==> src/hdl/dedf_pkg.sv <==
package dedf_pkg;

	localparam int FRAME_DEPTH_DEF = 64;

	localparam logic [7:0] TERM_BYTE   = 8'hFF;
	localparam logic [7:0] FRAME_COMP  = 8'h65;
	localparam logic [7:0] FRAME_PAGE  = 8'h66;
	localparam logic [7:0] FRAME_TOUCH = 8'h67;
	localparam logic [7:0] FRAME_TEXT  = 8'h72;
	localparam logic [7:0] FRAME_VALUE = 8'h73;

	// terminators that close a frame
	localparam logic [1:0] TERM_CLOSE_CNT = 2'd3;

	// first stored byte that holds a text character
	localparam int TEXT_FIRST = 3;

	typedef enum logic [2:0] {
		EV_COMP  = 3'd0,
		EV_PAGE  = 3'd1,
		EV_TOUCH = 3'd2,
		EV_TEXT  = 3'd3,
		EV_VALUE = 3'd4,
		EV_EMPTY = 3'd5
	} ev_kind_t;

	// closed frame handed from front to back; fb[k] is stored byte k+1
	typedef struct packed {
		ev_kind_t        kind;
		logic [5:0][7:0] fb;
		logic            ovf;
		logic            bank;
	} frame_desc_t;

	typedef struct packed {
		ev_kind_t    kind;
		logic [7:0]  page_id;
		logic [7:0]  object_id;
		logic [7:0]  event_byte;
		logic [15:0] touch_x;
		logic [15:0] touch_y;
		logic [31:0] number_value;
		logic [7:0]  text_char;
		logic        text_valid;
		logic        last;
		logic        overflow;
	} result_t;

	typedef enum logic [1:0] {
		BK_IDLE,
		BK_READ,
		BK_CHAR
	} back_state_t;

endpackage

==> src/hdl/dedf_front.sv <==
module dedf_front #(
	parameter int FRAME_DEPTH = dedf_pkg::FRAME_DEPTH_DEF,
	localparam int AW = $clog2(FRAME_DEPTH),
	localparam int CW = $clog2(FRAME_DEPTH + 1)
) (
	input  logic                  clk,
	input  logic                  arst_n,
	input  logic                  in_valid,
	output logic                  in_ready,
	input  logic [7:0]            in_byte,
	// store write port, address is bank then entry
	output logic                  wr_en,
	output logic [AW:0]           wr_addr,
	output logic [7:0]            wr_data,
	// closed frame push
	output logic                  push,
	output dedf_pkg::frame_desc_t push_desc,
	output logic [CW-1:0]         push_len,
	input  logic                  q_full
);
	import dedf_pkg::*;

	logic [1:0]    term_cnt_q;
	logic [CW-1:0] fill_q;
	logic          ovf_q;
	logic          bank_q;
	logic [7:0]    hdr_q [7];

	logic accept, is_term, store_ok, close;

	assign in_ready = !q_full;
	assign accept   = in_valid && in_ready;
	assign is_term  = in_byte == TERM_BYTE;
	assign store_ok = fill_q < CW'(FRAME_DEPTH);
	assign close    = accept && is_term && (term_cnt_q == TERM_CLOSE_CNT - 2'd1);

	assign wr_en   = accept && !is_term && store_ok;
	assign wr_addr = {bank_q, fill_q[AW-1:0]};
	assign wr_data = in_byte;

	// classify the frame on its closing terminator
	always_comb begin
		push           = 1'b0;
		push_desc.kind = EV_COMP;
		push_desc.ovf  = ovf_q;
		push_desc.bank = bank_q;
		for (int k = 0; k < 6; k++)
			push_desc.fb[k] = hdr_q[k + 1];
		push_len = fill_q;
		if (close) begin
			unique case (hdr_q[0])
				FRAME_COMP: begin
					push_desc.kind = EV_COMP;
					push           = fill_q >= CW'(4);
				end
				FRAME_PAGE: begin
					push_desc.kind = EV_PAGE;
					push           = fill_q >= CW'(2);
				end
				FRAME_TOUCH: begin
					push_desc.kind = EV_TOUCH;
					push           = fill_q >= CW'(6);
				end
				FRAME_TEXT: begin
					push_desc.kind = (fill_q == CW'(TEXT_FIRST)) ? EV_EMPTY : EV_TEXT;
					push           = fill_q >= CW'(TEXT_FIRST);
				end
				FRAME_VALUE: begin
					push_desc.kind = EV_VALUE;
					push           = fill_q >= CW'(7);
				end
				default: push = 1'b0;
			endcase
		end
	end

	always_ff @(posedge clk or negedge arst_n) begin
		if (!arst_n) begin
			term_cnt_q <= '0;
			fill_q     <= '0;
			ovf_q      <= 1'b0;
			bank_q     <= 1'b0;
		end else if (accept) begin
			if (close) begin
				term_cnt_q <= '0;
				fill_q     <= '0;
				ovf_q      <= 1'b0;
				if (push)
					bank_q <= ~bank_q;
			end else if (is_term) begin
				term_cnt_q <= term_cnt_q + 2'd1;
			end else if (store_ok) begin
				fill_q <= fill_q + CW'(1);
			end else begin
				ovf_q <= 1'b1;
			end
		end
	end

	// header bytes kept in flops for the kind and the header fields of every frame
	always_ff @(posedge clk) begin
		for (int i = 0; i < 7; i++)
			if (wr_en && fill_q == CW'(i))
				hdr_q[i] <= in_byte;
	end

endmodule

==> src/hdl/dedf_queue.sv <==
module dedf_queue #(
	parameter int FRAME_DEPTH = dedf_pkg::FRAME_DEPTH_DEF,
	localparam int CW = $clog2(FRAME_DEPTH + 1)
) (
	input  logic                  clk,
	input  logic                  arst_n,
	input  logic                  push,
	input  dedf_pkg::frame_desc_t push_desc,
	input  logic [CW-1:0]         push_len,
	input  logic                  pop,
	output dedf_pkg::frame_desc_t head_desc,
	output logic [CW-1:0]         head_len,
	output logic                  head_valid,
	output logic                  full
);
	import dedf_pkg::*;

	// two entries, one for each store bank
	frame_desc_t   desc_q [2];
	logic [CW-1:0] len_q [2];
	logic          wp_q, rp_q;
	logic [1:0]    cnt_q;

	assign head_desc  = desc_q[rp_q];
	assign head_len   = len_q[rp_q];
	assign head_valid = cnt_q != 2'd0;
	assign full       = cnt_q == 2'd2;

	always_ff @(posedge clk or negedge arst_n) begin
		if (!arst_n) begin
			wp_q  <= 1'b0;
			rp_q  <= 1'b0;
			cnt_q <= '0;
		end else begin
			if (push)
				wp_q <= ~wp_q;
			if (pop)
				rp_q <= ~rp_q;
			if (push && !pop)
				cnt_q <= cnt_q + 2'd1;
			else if (pop && !push)
				cnt_q <= cnt_q - 2'd1;
		end
	end

	always_ff @(posedge clk) begin
		if (push) begin
			desc_q[wp_q] <= push_desc;
			len_q[wp_q]  <= push_len;
		end
	end

endmodule

==> src/hdl/dedf_back.sv <==
module dedf_back #(
	parameter int FRAME_DEPTH = dedf_pkg::FRAME_DEPTH_DEF,
	localparam int AW = $clog2(FRAME_DEPTH),
	localparam int CW = $clog2(FRAME_DEPTH + 1)
) (
	input  logic                  clk,
	input  logic                  arst_n,
	input  logic                  wr_en,
	input  logic [AW:0]           wr_addr,
	input  logic [7:0]            wr_data,
	input  dedf_pkg::frame_desc_t head_desc,
	input  logic [CW-1:0]         head_len,
	input  logic                  head_valid,
	output logic                  pop,
	output logic                  res_valid,
	input  logic                  res_ready,
	output dedf_pkg::result_t     res
);
	import dedf_pkg::*;

	// two banks of frame bytes, each bank padded to a power of two
	logic [7:0] mem [2 ** (AW + 1)];
	logic [7:0] rd_q;

	back_state_t st_q, st_d;
	logic [AW-1:0] idx_q, idx_d;
	logic [7:0]    page_q;
	logic [15:0]   x_q, y_q;
	result_t       res_q, res_d;
	logic          valid_q;
	logic          load, out_free, upd_page, upd_xy, text_last;

	assign out_free  = !valid_q || res_ready;
	assign res_valid = valid_q;
	assign res       = res_q;
	assign text_last = (CW'(idx_q) + CW'(1)) == head_len;

	always_ff @(posedge clk) begin
		if (wr_en)
			mem[wr_addr] <= wr_data;
		rd_q <= mem[{head_desc.bank, idx_q}];
	end

	always_comb begin
		st_d     = st_q;
		idx_d    = idx_q;
		pop      = 1'b0;
		load     = 1'b0;
		upd_page = 1'b0;
		upd_xy   = 1'b0;

		res_d.kind         = head_desc.kind;
		res_d.page_id      = head_desc.fb[0];
		res_d.object_id    = head_desc.fb[1];
		res_d.event_byte   = '0;
		res_d.touch_x      = x_q;
		res_d.touch_y      = y_q;
		res_d.number_value = '0;
		res_d.text_char    = '0;
		res_d.text_valid   = 1'b0;
		res_d.last         = 1'b1;
		res_d.overflow     = head_desc.ovf;

		unique case (head_desc.kind)
			EV_COMP: res_d.event_byte = head_desc.fb[2];
			EV_PAGE: begin
				res_d.object_id = '0;
				upd_page        = 1'b1;
			end
			EV_TOUCH: begin
				res_d.page_id    = page_q;
				res_d.object_id  = '0;
				res_d.event_byte = head_desc.fb[4];
				res_d.touch_x    = {head_desc.fb[0], head_desc.fb[1]};
				res_d.touch_y    = {head_desc.fb[2], head_desc.fb[3]};
				upd_xy           = 1'b1;
			end
			EV_VALUE: res_d.number_value = {head_desc.fb[5], head_desc.fb[4],
				head_desc.fb[3], head_desc.fb[2]};
			EV_TEXT: begin
				res_d.text_char  = rd_q;
				res_d.text_valid = 1'b1;
				res_d.last       = text_last;
			end
			EV_EMPTY: ;
			default: ;
		endcase

		unique case (st_q)
			BK_IDLE: begin
				if (head_valid && out_free) begin
					if (head_desc.kind == EV_TEXT) begin
						idx_d = AW'(TEXT_FIRST);
						st_d  = BK_READ;
					end else begin
						load = 1'b1;
						pop  = 1'b1;
					end
				end
			end
			BK_READ: st_d = BK_CHAR;
			BK_CHAR: begin
				if (out_free) begin
					load = 1'b1;
					if (text_last) begin
						pop  = 1'b1;
						st_d = BK_IDLE;
					end else begin
						idx_d = idx_q + AW'(1);
						st_d  = BK_READ;
					end
				end
			end
			default: st_d = BK_IDLE;
		endcase
	end

	always_ff @(posedge clk or negedge arst_n) begin
		if (!arst_n) begin
			st_q    <= BK_IDLE;
			idx_q   <= '0;
			valid_q <= 1'b0;
			page_q  <= '0;
			x_q     <= '0;
			y_q     <= '0;
		end else begin
			st_q  <= st_d;
			idx_q <= idx_d;
			if (load)
				valid_q <= 1'b1;
			else if (res_ready)
				valid_q <= 1'b0;
			// state effects only on single-result frames, taken once at load
			if (load && st_q == BK_IDLE) begin
				if (upd_page)
					page_q <= head_desc.fb[0];
				if (upd_xy) begin
					x_q <= res_d.touch_x;
					y_q <= res_d.touch_y;
				end
			end
		end
	end

	always_ff @(posedge clk) begin
		if (load)
			res_q <= res_d;
	end

endmodule

==> src/hdl/display_event_frame_decoder_unit.sv <==
// Decodes display-link bytes into event words. One byte is taken per cycle;
// 0xFF bytes are terminators and the third one closes the frame. A closed
// frame that gives results moves into a two-entry queue, and the frame
// store has two banks, so the next frame can be received while the back
// end still emits the previous one; input stalls only when two closed
// frames are waiting. The back end puts out a single-result frame straight
// from the queue head; a text frame starts in the idle state and then
// passes the read and char states for each character, as the frame store
// is read through a register. Frames too short for their kind, empty and
// unknown frames give no word. Bytes past FRAME_DEPTH are dropped and
// reported in the overflow bit of the frame's words.
module display_event_frame_decoder_unit #(
	parameter int FRAME_DEPTH = dedf_pkg::FRAME_DEPTH_DEF
) (
	input  logic         clk,
	input  logic         arst_n,
	input  logic         s_axis_tvalid,
	output logic         s_axis_tready,
	input  logic [7:0]   s_axis_tdata,  // [7:0] rx_byte
	output logic         m_axis_tvalid,
	input  logic         m_axis_tready,
	// [7:0] page_id, [15:8] object_id, [23:16] event_byte, [39:24] touch_x,
	// [55:40] touch_y, [87:56] number_value, [95:88] text_char, [96] overflow
	output logic [103:0] m_axis_tdata,
	output logic [3:0]   m_axis_tuser,  // [2:0] event_kind, [3] text_valid
	output logic         m_axis_tlast
);
	import dedf_pkg::*;

	localparam int AW = $clog2(FRAME_DEPTH);
	localparam int CW = $clog2(FRAME_DEPTH + 1);

	logic          wr_en;
	logic [AW:0]   wr_addr;
	logic [7:0]    wr_data;
	logic          push, pop, q_full, head_valid;
	frame_desc_t   push_desc, head_desc;
	logic [CW-1:0] push_len, head_len;
	result_t       res;

	dedf_front #(.FRAME_DEPTH(FRAME_DEPTH)) u_front (
		.clk       (clk),
		.arst_n    (arst_n),
		.in_valid  (s_axis_tvalid),
		.in_ready  (s_axis_tready),
		.in_byte   (s_axis_tdata),
		.wr_en     (wr_en),
		.wr_addr   (wr_addr),
		.wr_data   (wr_data),
		.push      (push),
		.push_desc (push_desc),
		.push_len  (push_len),
		.q_full    (q_full)
	);

	dedf_queue #(.FRAME_DEPTH(FRAME_DEPTH)) u_queue (
		.clk        (clk),
		.arst_n     (arst_n),
		.push       (push),
		.push_desc  (push_desc),
		.push_len   (push_len),
		.pop        (pop),
		.head_desc  (head_desc),
		.head_len   (head_len),
		.head_valid (head_valid),
		.full       (q_full)
	);

	dedf_back #(.FRAME_DEPTH(FRAME_DEPTH)) u_back (
		.clk        (clk),
		.arst_n     (arst_n),
		.wr_en      (wr_en),
		.wr_addr    (wr_addr),
		.wr_data    (wr_data),
		.head_desc  (head_desc),
		.head_len   (head_len),
		.head_valid (head_valid),
		.pop        (pop),
		.res_valid  (m_axis_tvalid),
		.res_ready  (m_axis_tready),
		.res        (res)
	);

	assign m_axis_tdata = {7'd0, res.overflow, res.text_char, res.number_value,
		res.touch_y, res.touch_x, res.event_byte, res.object_id, res.page_id};
	assign m_axis_tuser = {res.text_valid, res.kind};
	assign m_axis_tlast = res.last;

	// the bank being filled is never the one the back end reads
	a_bank_split: assert property (@(posedge clk) disable iff (!arst_n)
		wr_en && head_valid |-> wr_addr[AW] != head_desc.bank)
		else $error("frame store bank collision");

	// text flag and kind agree on every word
	a_text_kind: assert property (@(posedge clk) disable iff (!arst_n)
		m_axis_tvalid |-> (res.text_valid == (res.kind == EV_TEXT)))
		else $error("text flag does not match kind");

	// every frame except text gives exactly one word
	a_single_last: assert property (@(posedge clk) disable iff (!arst_n)
		m_axis_tvalid && res.kind != EV_TEXT |-> m_axis_tlast)
		else $error("single-word frame without last");

endmodule

==> config.mk <==
export PLATFORM = sky130hd
export DESIGN_NAME = display_event_frame_decoder_unit
export DESIGN_NICKNAME = d
export VERILOG_FILES = /design/src/hdl/dedf_pkg.sv /design/src/hdl/dedf_front.sv /design/src/hdl/dedf_queue.sv /design/src/hdl/dedf_back.sv /design/src/hdl/display_event_frame_decoder_unit.sv
export SDC_FILE = /design/constraint.sdc
export NUM_CORES = 1
export LEC_CHECK = 0
export BUFFER_PORTS_ARGS = -buffer_cell sky130_fd_sc_hd__buf_2
export CORE_MARGIN = 1.5
export CORE_UTILIZATION = 45
export CTS_BUF_LIST = sky130_fd_sc_hd__clkbuf_4
export DETAILED_ROUTE_END_ITERATION = 8
export GPL_ROUTABILITY_DRIVEN = 0
export PLACE_DENSITY_LB_ADDON = 0.2
export SYNTH_ARGS = -nofsm -noshare
export SYNTH_HDL_FRONTEND = slang
export SYNTH_SLANG_ARGS = --single-unit
==> constraint.sdc <==
create_clock -name clk -period 19.1 [get_ports clk]
set_clock_uncertainty 0.15 [all_clocks]
set_input_delay 1.91 -clock clk [delete_from_list [all_inputs] [get_ports clk]]
set_output_delay 1.91 -clock clk [all_outputs]
set_load 0.02 [all_outputs]
# Word level (Yosys, flattened, before mapping)
# Memory sizes are Yosys's and may differ from the RTL's. A register that Yosys moved wholly into a read port is not among the register bits.
# Index checks and enable logic that the tools add are counted.
# Widths: inputs -> output; s select.
# totals
n_memories	4
mem_bits_rw	1200
in_bits	12
reg_bits	166
word_cells	192
output_inout_bits	111
# memory_table
name	words	word_bits	read_ports	rd_clocked_by_memory_dff	wr	line	source
u_back.mem	128	8	1	1	1	dedf_back.sv:22	logic [7:0] mem [2 ** (AW + 1)];
u_queue.desc_q	2	53	1	0	1	dedf_queue.sv:19	frame_desc_t desc_q [2];
u_front.hdr_q	7	8	7	0	1	dedf_front.sv:27	logic [7:0] hdr_q [7];
u_queue.len_q	2	7	1	0	1	dedf_queue.sv:20	logic [CW-1:0] len_q [2];
# op_classes
magnitude_cmp	6
n_reduce_logical	46
add_sub_neg	6
mux	76
n_eq_ne	27
n_bitwise	3
# ops
operator	n
$mux 8	7
$reduce_or 8->1	6
$eq 8x7->1 const B	5
$mux 1	38
$mux 32	1
$mux 3	8
$mux 6	4
$eq 7x3->1 const B	3
$ge 7x3->1 const B	3
$mux 7	3
$logic_and 1x1->1	16
$mux 2	8
$pmux 8 s2	1
$eq 7x2->1 const B	2
$ge 7x2->1 const B	2
$pmux 3 s4	1
$pmux 6 s2	1
$reduce_and 3->1	4
$reduce_bool 2->1	6
$eq 8x8->1 const B	1
$add 6x1->7 const B	1
$add 7x1->7 const B	1
$eq 7x1->1 const B	1
$eq 7x7->1	1
23 further kinds	40

# Logic depth before layout (Yosys ltp)
# depth
ltp_word	15
depth_mapped	11
depth_no_buf	11

# Cells and area by module
# From an unflattened synthesis, not the netlist that was laid out.
# unflattened
hier_cells	2752
hier_area_um2	53675.2
# by_module_without_submodules
module	cells_each	area_per_inst_um2	n_inst	seq_area_each_um2
dedf_back	2362	46109.2	1	35198.8
dedf_queue	203	4820.9	1	3703.6
dedf_front	179	2688.8	1	1956.9
display_event_frame_decoder_unit	8	56.3	1	0.0

# Worst setup path after synthesis
# OpenSTA, ideal clock, no wires.
# synth_timing
kind	in2reg
startpoint	input s_axis_tdata[6]
endpoint	memory u_queue.desc_q[0][0] (netlist name) (enable)
stages	4
setup_time_ns	0.552
setup_slack_ns	11.828
n_path_buf	0
required_ns	18.398
arrival_time_ns	6.571
path_cell_list	nand4_1 > nor2_1 > nand3_1 > nor3_1
# synth_between
elab_chain_cells	6
# synth_lines
element	line	source
from (decl)	display_event_frame_decoder_unit.sv:19	input logic [7:0] s_axis_tdata,
$eq 8x8->1	dedf_front.sv:33	assign is_term = in_byte == TERM_BYTE;
$logic_and 1x1->1 (2 in a row)	dedf_front.sv:35	assign close = accept && is_term && (term_cnt_q == TERM_CLOSE_CNT - 2'd1);
$mux 1	dedf_front.sv:50	if (close) begin
$mux 1	dedf_queue.sv:47	if (push) begin
$mux 1 (not written as such)	dedf_queue.sv:48	desc_q[wp_q] <= push_desc;
to (decl)	dedf_queue.sv:19	
# Every way passes these cells.

# Worst setup path after layout
# layout_timing
startpoint	input s_axis_tdata[4]
endpoint	memory u_back.mem[7][3] (enable)
# layout_between
elab_chain_cells	6
# layout_lines
element	line	source
$eq 8x8->1	dedf_front.sv:33	
$logic_not 1->1	dedf_front.sv:37	assign wr_en = accept && !is_term && store_ok;
$logic_and 1x1->1 (2 in a row)	dedf_front.sv:37	
$mux 1	dedf_back.sv:39	if (wr_en)
$mux 1 (not written as such)	dedf_back.sv:40	mem[wr_addr] <= wr_data;
to (decl)	dedf_back.sv:22	
# Every way passes these cells.

==> metrics.yaml <==
logic_synthesis:
  synthArstFlopShare_pct: 4.658
  ys_seq_elements: 1374
  synthDistinctLibCells: 58
  synth_top_area_share_pct: 74.17
  synth_area_leaders: "edfxtp_1 (74%), mux4_2 (8.2%), mux2i_1 (4.3%), dfrtp_1 (3.0%), nor2_1 (1.5%)"
  synthesis.area_sq_um: 52710
  ys.warnings.count: 0
  syn_avg_cell_area_sq_um: 18.81
  ys_seq_area_share_pct: 77.51
  synth_top_area_cell: "edfxtp_1"
  synth_cells: 2802
  synth_ff_type: "edfxtp_1"
  synth_edf_count: 1302
floorplan:
  fp-row-count: 125
  io_pins: 123
  start_util_pct: 45.36
  dieHeight_um: 345.3
  dieArea_sq_um: 119200
  coreArea_sq_um: 116200
  die_w_um: 345.3
cells_and_area:
  ff_latch_area_sq_um: 40870
  drive_above_1_share_pct: 26.93
  multi_input_area_sq_um: 11170
  stdcell_count: 4942
  nNetsFinal: 3185
  area_growth_pct: 12.40
  nFillCells: 9348
clock_network:
  cts_root_buffer: "clkbuf_4"
  clk_latency_ps: 1210
  cts_tree: "done"
  cts_buffers: 356
  ctsHoldBuffers: 0
  clockBufferDepth: 4
  cts_resized: 0
  post-cts-setup-buffers: 0
  clkSinkCount: 1374
  htreeDepth: 5
  path_clk_slew_ps: 70
grt:
  antenna_found_initial: 9
  grt_pass1_vias: 28760
  grt_pass1_wl_um: 191300
  gr-usage-all-layers_pct: 22.09
  grt.overflow.total: 0
  grt_max_degree: 130
run_status:
  status: "finished clean"
setup_path:
  r2r_end: "u_back.rd_q[7]"
  path_cells: "buf_4 -> nand4_1 -> o2111ai_1 -> nor2_1 -> nand2_2 -> nor2_1"
  reg2reg_slack_ps: 14780
  critPathMaxStageDelay_ps: 860
  rr_startpoint: "u_back.idx_q[0]"
  reg2regPathDepth: 7
  crit_type: "primary input to flop"
  crit_arrival_ps: 5120
  cp.required_ps: 19760
  crit_path_start_kind: "primary input"
  critical_path.max_fanout: 33
  end_kind: "flop"
  critPathMostFrequentCell: "nor2_1"
  cp_slowest_cell: "nor2_1"
detailed_routing:
  vias: 28100
  dr.first_iter.drc_count: 2901
  drc: 0
  wl_per_cell_um: 26.60
  wirelength_um: 131500
  drtPass1Iterations: 6
  ant_nets: 0
  vias_per_cell: 5.685
timing:
  worst_pin_slew_ps: 1196
  max_slew_margin_pct: 19.98
  finalHoldViolCount: 0
  period_minus_slack_ps: 4462
  setup-violations-final: 0
  rsz0062_at_grt: "no"
  fin_crit_sh_pct: 23.36
  tns_ps: 0
  slew_violations: 0
  fmax_mhz: 224.1
worst_hold_path:
  hold_end: "u_queue.desc_q[0][42]"
  min_from: "u_front.hdr_q[6][0]"
  min_path_type: "flop to flop"
  hold_depth: 0
flow_run:
  drv_cap: 0
power:
  peakVddDrop_mv: 0.08740
  powerDensity_nw_per_um2: 130.6
  power.leakage_uw: 0.02008
  total_power_uw: 7736
place:
  place_hpwl_um: 77960
  port_buffers: 115
  dpl.cell_count: 4332
## sequential cells by signal, indices dropped and copies added, names as in the netlist
register and cells:
u_back.mem 1024, u_queue.desc_q 106, u_back.res 102, u_front.hdr_q 56, u_back.x_q 16, u_back.y_q 16, u_queue.len_q 14, u_back.page_q 8
u_back.rd_q 8, u_front.push_len 7, u_back.idx_q 6, u_back.st_q 2, u_front.term_cnt_q 2, u_queue.cnt_q 2, u_back.res_valid 1, u_front.bank_q 1
u_front.ovf_q 1, u_queue.rp_q 1, u_queue.wp_q 1
## area by class of cell
cell class | count | share of cell area, %
Tap cell | 1524 | 3.218
Multi-Input combinational cell | 1267 | 18.85
Sequential cell | 1374 | 68.99
Clock inverter | 97 | 0.8341
Antenna cell | 5 | 0.02112
Timing Repair Buffer | 156 | 1.588
Inverter | 11 | 0.06969
Clock buffer | 508 | 6.436
## worst max path at each step
| stage | startpoint | endpoint | slack (ps) |
|---|---|---|---|
| 2_1_floorplan | s_axis_tdata[6] | u_queue.desc_q[0][0] | 11830 |
| 3_3_place_gp | s_axis_tdata[4] | u_back.mem[47][0] | 13540 |
| 3_5_place_dp | s_axis_tdata[5] | u_back.mem[7][5] | 13410 |
| 4_1_cts | u_queue.cnt_q[0] | s_axis_tready | 14590 |
| 5_1_grt | u_queue.cnt_q[0] | s_axis_tready | 14510 |
| 6_report | s_axis_tdata[4] | u_back.mem[7][3] | 14640 |
## cell usage after synthesis (all sizes together), types with 5 or more instances
library cell,number
a21oi,43
a221oi,5
a22o,6
a22oi,64
a31oi,5
a41oi,17
and2,14
buf,91
clkbuf,65
dfrtp,64
dfxtp,8
edfxtp,1302
ha,7
inv,10
mux2,16
mux2i,227
mux4,192
nand2,174
nand2b,8
nand3,13
nand4,22
nor2,216
nor2b,14
nor3,9
nor4,6
o211ai,16
o21ai,115
o221ai,10
o22ai,15
xnor2,8
xor2,10
## metal layers
metal  GRT usage [%]  routed length (um)  vias up
li1                -                   -    12100
met1           29.68               53830    14360
met2           34.14               62380     1406
met3           6.535               11820      232
met4           8.488                3452        0
met5               0                   0        -
## power by group
group          internal [uW]  switching (uW)
Clock                   1270            1140
Sequential              3470             113
Combinational            678            1060
## logic make-up after synthesis
| group | synth area share (%) |
|---|---|
| flip-flops | 77.51 |
| AO/OA/AOI/OAI | 3.696 |
| other | 0.007114 |
| XOR/XNOR | 0.3418 |
| AND/OR/NAND/NOR | 3.952 |
| buffers and inverters | 1.448 |
| multiplexers | 12.86 |
| adder cells (fa/ha/maj) | 0.1851 |
## through the flow
step / setup WS (ps) / hold slack (ps) / util, % / instance area, sq um
CTS: 14590 / 228.8 / 50.98 / 59240
detailed placement: 13410 / 280.4 / 47.27 / 54930
global route: 14510 / 242.7 / 50.99 / 59250
finish: 14640 / 244.4 / 50.99 / 59250
global placement: 13540 / 273.5 / 47.27 / 54930
floorplan: 11830 / 271.5 / - / 52730
## layout by cell type, fill, tap and decap left out, drive strengths merged, types with 15 or more instances in the layout
cell       n
edfxtp  1302
mux4     192
o22ai     15
clkinv    90
nand4     22
clkbuf   508
buf      156
o21ai    115
nand2    174
a21oi     43
nor2     216
dfrtp     64
a22oi     64
mux2i    227
mux2      16
o211ai    16
a41oi     17
## worst max-delay path, delay by kind of cell
family                 cells  cell delay [ps]
AND/OR/NAND/NOR            4             2550
AO/OA/AOI/OAI              1              340
buffers and inverters      1              220
Power figures use the tool's default switching activity.
